### config.mk
export PLATFORM = sky130hd
export DESIGN_NAME = plp_mul
export DESIGN_NICKNAME = d
export VERILOG_FILES = /design/src/hw/rtl/plp_mul.sv
export SDC_FILE = /design/constraint.sdc
export NUM_CORES = 2
export LEC_CHECK = 0
export BUFFER_PORTS_ARGS = -buffer_cell sky130_fd_sc_hd__buf_2
export CAP_MARGIN = 30
export CORE_ASPECT_RATIO = 1.5
export CORE_UTILIZATION = 50
export DETAILED_ROUTE_END_ITERATION = 8
export GPL_TIMING_DRIVEN = 0
export PLACE_DENSITY = 0.65
export SYNTH_ARGS = -nofsm -noshare
export SYNTH_HDL_FRONTEND = slang
export SYNTH_SLANG_ARGS = --single-unit
### constraint.sdc
create_clock -name clk -period 8.79 [get_ports clk]
set_input_delay 1.758 -clock clk [delete_from_list [all_inputs] [get_ports clk]]
set_output_delay 1.758 -clock clk [all_outputs]
set_load 0.02 [all_outputs]
### src/hw/rtl/plp_mul.sv
// Pipelined signed multiplier built from four half-width partial products.
// Standalone, its stage count matching MUL_LATENCY in plp_pkg; stalls with the shared enable.
module plp_mul #(
	parameter int AW = 33,
	parameter int BW = 33
) (
	input  logic                     clk,
	input  logic                     en,
	input  logic signed [AW-1:0]     a,
	input  logic signed [BW-1:0]     b,
	output logic signed [AW+BW-1:0]  p
);

	localparam int ALW = AW / 2;
	localparam int AHW = AW - ALW;
	localparam int BLW = BW / 2;
	localparam int BHW = BW - BLW;
	localparam int PW  = AW + BW;

	logic [AW-1:0] ma_s1;
	logic [BW-1:0] mb_s1;
	logic          neg_s1;
	logic [ALW+BLW-1:0] pll_s2;
	logic [ALW+BHW-1:0] plh_s2;
	logic [AHW+BLW-1:0] phl_s2;
	logic [AHW+BHW-1:0] phh_s2;
	logic               neg_s2;
	logic [PW-1:0]      sum_c;
	logic signed [PW-1:0] out_s3;

	// Recombine the partial products.
	always_comb begin
		sum_c = PW'(pll_s2) + (PW'(plh_s2) << BLW) + (PW'(phl_s2) << ALW)
			+ (PW'(phh_s2) << (ALW + BLW));
	end

	// Magnitudes, then partial products, then signed sum.
	always_ff @(posedge clk) begin
		if (en) begin
			ma_s1  <= a[AW-1] ? (~a) + AW'(1) : a;
			mb_s1  <= b[BW-1] ? (~b) + BW'(1) : b;
			neg_s1 <= a[AW-1] ^ b[BW-1];
			pll_s2 <= ma_s1[ALW-1:0] * mb_s1[BLW-1:0];
			plh_s2 <= ma_s1[ALW-1:0] * mb_s1[BW-1:BLW];
			phl_s2 <= ma_s1[AW-1:ALW] * mb_s1[BLW-1:0];
			phh_s2 <= ma_s1[AW-1:ALW] * mb_s1[BW-1:BLW];
			neg_s2 <= neg_s1;
			out_s3 <= neg_s2 ? (~sum_c) + PW'(1) : sum_c;
		end
	end

	assign p = out_s3;

endmodule

==> key figures <==
Worst setup path
  • Crit. path cell count: 21
  • WP data required: 9.10 ns
  • Startpoint-to-endpoint class of the critical path: reg2reg
  • Most used cell, CP: fa_1
  • Largest delay contributor family on the critical path: adder cells
  • Type of element capturing the critical path: flip-flop
  • Largest stage delay on the critical path: 0.83 ns
  • Crit start category: flip-flop
  • Reg2reg path depth: 21
  • Slowest-stage cell, CP: clkbuf_1
  • Chain of cells forming the critical path: clkbuf_1, nand2_1, fa_1, fa_1, fa_1, fa_1, inv_1, fa_1, fa_1, ha_1, a21o_1, a21o_1, a21oi_1, o21ai_0, a41o_1, o41ai_1, o2111ai_1, a221o_1, a21o_1, a21oi_1, xnor2_1
  • Crit path max fanout: 10
  • Count of buffering cells on the critical path with inverters included: 2
  • WP data arrival: around 9 ns

Floorplanning
  • Die span in y: ~390 um
  • Core footprint: between 90000 and 100000 um^2
  • Die X: 258 um
  • Starting Density: 0.505
  • Top-Level Pins: between 100 and 150
  • Total number of placement rows: between 100 and 150
  • Die area: between 90000 and 100000 um^2

Final layout
  • Filler cell count: 9057
  • Area of all sequential standard cells: between 7000 and 8000 um^2
  • Total area of multi-input combinational cells: roughly 36000 um^2
  • Area delta synth->final: 7.67%
  • Net count, final: 6718
  • Fraction of layout cells with a size suffix above 1: 0.0470

Routing
  • Number of DRC violations after detailed-routing iteration 0: approximately 2700
  • Via/cell ratio: roughly 5.6
  • WL per Instance: 25.4 um
  • Routed WL: between 150 and 200 mm
  • Via count: 37300
  • DRC: 0
  • Detailed Routing Iterations Pass 1: 6
  • Antenna viol nets, final: 0

Timing
  • Time the final worst path needs with I/O delays and setup: between 8 and 9 ns
  • Timing-limited maximum frequency: 117 MHz
  • Number of hold-slack violations in the final timing report: 0
  • RSZ-0062 raised after global routing: no
  • Number of endpoints failing setup at the final stage: 0
  • Slew Limit Fails: 0
  • Clock skew after layout: around 0.032 ns
  • Transition at the pin with the smallest max-transition slack: 1.12 ns
  • Setup_tns: 0 ns
  • Post-route fraction of the period consumed by the critical path: 0.972
  • Max-slew headroom: 0.251

Yosys
  • Portion of netlist area occupied by mux cells: 0.000408
  • Syn nets: around 6500
  • Cell count after synthesis: just over 5000
  • Main flop type after synthesis: edfxtp_1
  • Yosys reg bits: roughly 270
  • Compound-Gate Fraction of Synth Area: 0.0648
  • Area share of and/or/nand/nor cells after synthesis: 0.157
  • Post-synth cell types: 78
  • Number of enable flip-flop cells after synthesis: 266
  • Xor/xnor share of the synthesized area: 0.0507
  • Netlist area before placement: roughly 49000 um^2
  • Proportion of synthesized chip area in sequential cells: 0.163
  • Adder-cell share of the synthesized area: 0.471
  • Asr flop ratio synth: 0
  • Mean Syn Cell Area: 9.57 um^2
  • Yosys warnings: 0
  • Main combinational cell family by area after synthesis: adder cells

Global routing
  • Pin count of the biggest net entering global routing: 118
  • Remaining global-route overflow: 0
  • Wire length of the first global-routing pass: ~250 mm
  • All-Layer GR Usage: 0.348
  • Number of global-route vias before repair: 39400
  • Initial antenna violation count: 19

Clock tree
  • Clock-pin transition on the worst setup and hold timing paths: roughly 0.060 ns
  • Htree depth: 1
  • Clock tree buffer depth: 3
  • Worst-Skew Late Latency: between 0.6 and 0.7 ns
  • Root cell of the clock tree: clkbuf_16
  • CTS sink count: 266
  • Clock tree from TritonCTS: done
  • Number of buffers inserted during clock tree synthesis: 28

Worst hold path
  • HP Class: reg2reg
  • Number of stages on the worst hold path: 0

Flow run
  • # Max-Cap Violations: 0

Run status
  • Status: complete, no violations

Placed design
  • Placed wire-length estimate: approximately 140 mm
  • Final weighted congestion in routability-driven placement: between 1 and 1.5
  • Buffers added on ports: ~130
-- worst reg2reg max path, stage by stage, from the launching register on --
cell	delay, ns
edfxtp_1	0.62
clkbuf_1	0.83
nand2_1	0.19
fa_1	0.55
fa_1	0.58
fa_1	0.47
fa_1	0.55
inv_1	0.05
fa_1	0.49
fa_1	0.46
ha_1	0.37
a21o_1	0.20
a21o_1	0.17
a21oi_1	0.21
o21ai_0	0.12
a41o_1	0.23
o41ai_1	0.73
o2111ai_1	0.35
a221o_1	0.42
a21o_1	0.20
a21oi_1	0.17
xnor2_1	0.29
-- registers in the layout, summed over array words and instances, names as in the netlist --
register  count
neg_s2        1
plh_s2       33
ma_s1        33
pll_s2       32
neg_s1        1
phl_s2       33
mb_s1        33
phh_s2       34
p            66
-- path summary, 6_finish.rpt --
check	from	to	slack (ns)
worst max-delay path	mb_s1[19]$_DFFE_PP_	phh_s2[31]$_DFFE_PP_	0.24
worst min-delay path	pll_s2[0]$_DFFE_PP_	p[0]$_DFFE_PP_	0.55
worst max register to register	mb_s1[19]$_DFFE_PP_	phh_s2[31]$_DFFE_PP_	0.24
worst min register to register	pll_s2[0]$_DFFE_PP_	p[0]$_DFFE_PP_	0.55
-- layout by cell type, fill, tap and decap left out, types with 11 or more instances in the layout --
| master | instances |
|---|---|
| nor2b_1 | 18 |
| and3_1 | 15 |
| or3_1 | 23 |
| o31ai_1 | 33 |
| buf_8 | 26 |
| xnor2_1 | 220 |
| or4_1 | 15 |
| inv_1 | 991 |
| a31oi_1 | 12 |
| a21oi_1 | 130 |
| and2_1 | 521 |
| nand2b_1 | 26 |
| a21o_1 | 58 |
| edfxtp_1 | 266 |
| nand4_1 | 12 |
| xor2_1 | 64 |
| o21bai_1 | 16 |
| nor3_1 | 29 |
| or2_2 | 11 |
| nand3_1 | 43 |
| o21a_1 | 23 |
| a211oi_1 | 17 |
| clkbuf_16 | 29 |
| buf_2 | 135 |
| o21ai_0 | 120 |
| nand2_1 | 702 |
| clkbuf_1 | 226 |
| fa_1 | 868 |
| nor2_1 | 83 |
| ha_1 | 458 |
| o41ai_1 | 14 |
-- cells by family (layout without fill, tap and decap cells) --
group / Yosys count / after routing
AO/OA/AOI/OAI: 492 / 492
XOR/XNOR: 284 / 284
adder cells (fa/ha/maj): 1326 / 1326
buffers and inverters: 1223 / 1440
flip-flops: 266 / 266
multiplexers: 2 / 2
other: 0 / 10
AND/OR/NAND/NOR: 1535 / 1535
-- cell type report --
| cell class | count | area share |
|---|---|---|
| antenna | 10 | 0.000474 |
| buffer | 232 | 0.0167 |
| clock buffer | 34 | 0.0141 |
| clock inverter | 17 | 0.00365 |
| inverter | 991 | 0.0704 |
| multi-input combinational | 3639 | 0.691 |
| sequential | 266 | 0.151 |
| tap | 1278 | 0.0303 |
| timing repair buffer | 166 | 0.0226 |
-- metal layers --
metal | vias up | global-route usage | wire length (um)
li1 | 16300 | - | -
met1 | 18600 | 0.380 | 57700
met2 | 1716 | 0.590 | 80200
met3 | 654 | 0.0674 | 13700
met4 | 14 | 0.281 | 16800
met5 | - | 0 | 86
-- what timing repair did --
action,CTS,global route
hold buffers,0,0
resized for setup,0,15
hold endpoints to repair,0,0
setup buffers,0,0
setup endpoints to repair,0,4
-- through the flow --
stage                     area [um^2]  hold WS [ns]   util  setup slack (ns)  std cells
after global placement          51300         0.529  0.528             0.198       6538
final                           52800         0.552  0.543             0.244       6633
after floorplan                 49100         0.400      -              2.07       5128
after CTS                       52600         0.544  0.542             0.131       6612
after detailed placement        51700         0.524  0.532             0.178       6561
after global routing            52800         0.562  0.543            0.0681       6624
-- cell usage after synthesis (all sizes together), types with 7 or more instances --
cell	count	area, um^2
a211oi	18	140
a211o	8	70.1
o21a	23	173
a21o	58	435
o31ai	34	260
edfxtp	266	7990
or2	15	98.9
ha	458	5730
or3	24	155
nor2	83	312
xnor2	220	1930
xor2	64	561
and2	521	3260
o41ai	16	155
and3	15	93.8
fa	868	17400
or4	17	135
a21oi	130	651
nand4	12	75.1
o21ai	124	621
nand2	703	2640
nand3	43	215
o211ai	7	52.6
a31oi	12	75.1
nand2b	27	171
o21bai	16	120
inv	991	3720
nor3	29	145
nor2b	18	113
clkbuf	226	848
Power is not shown: default switching activity piles up to over one toggle a cycle in this logic, so the estimate is an artifact.
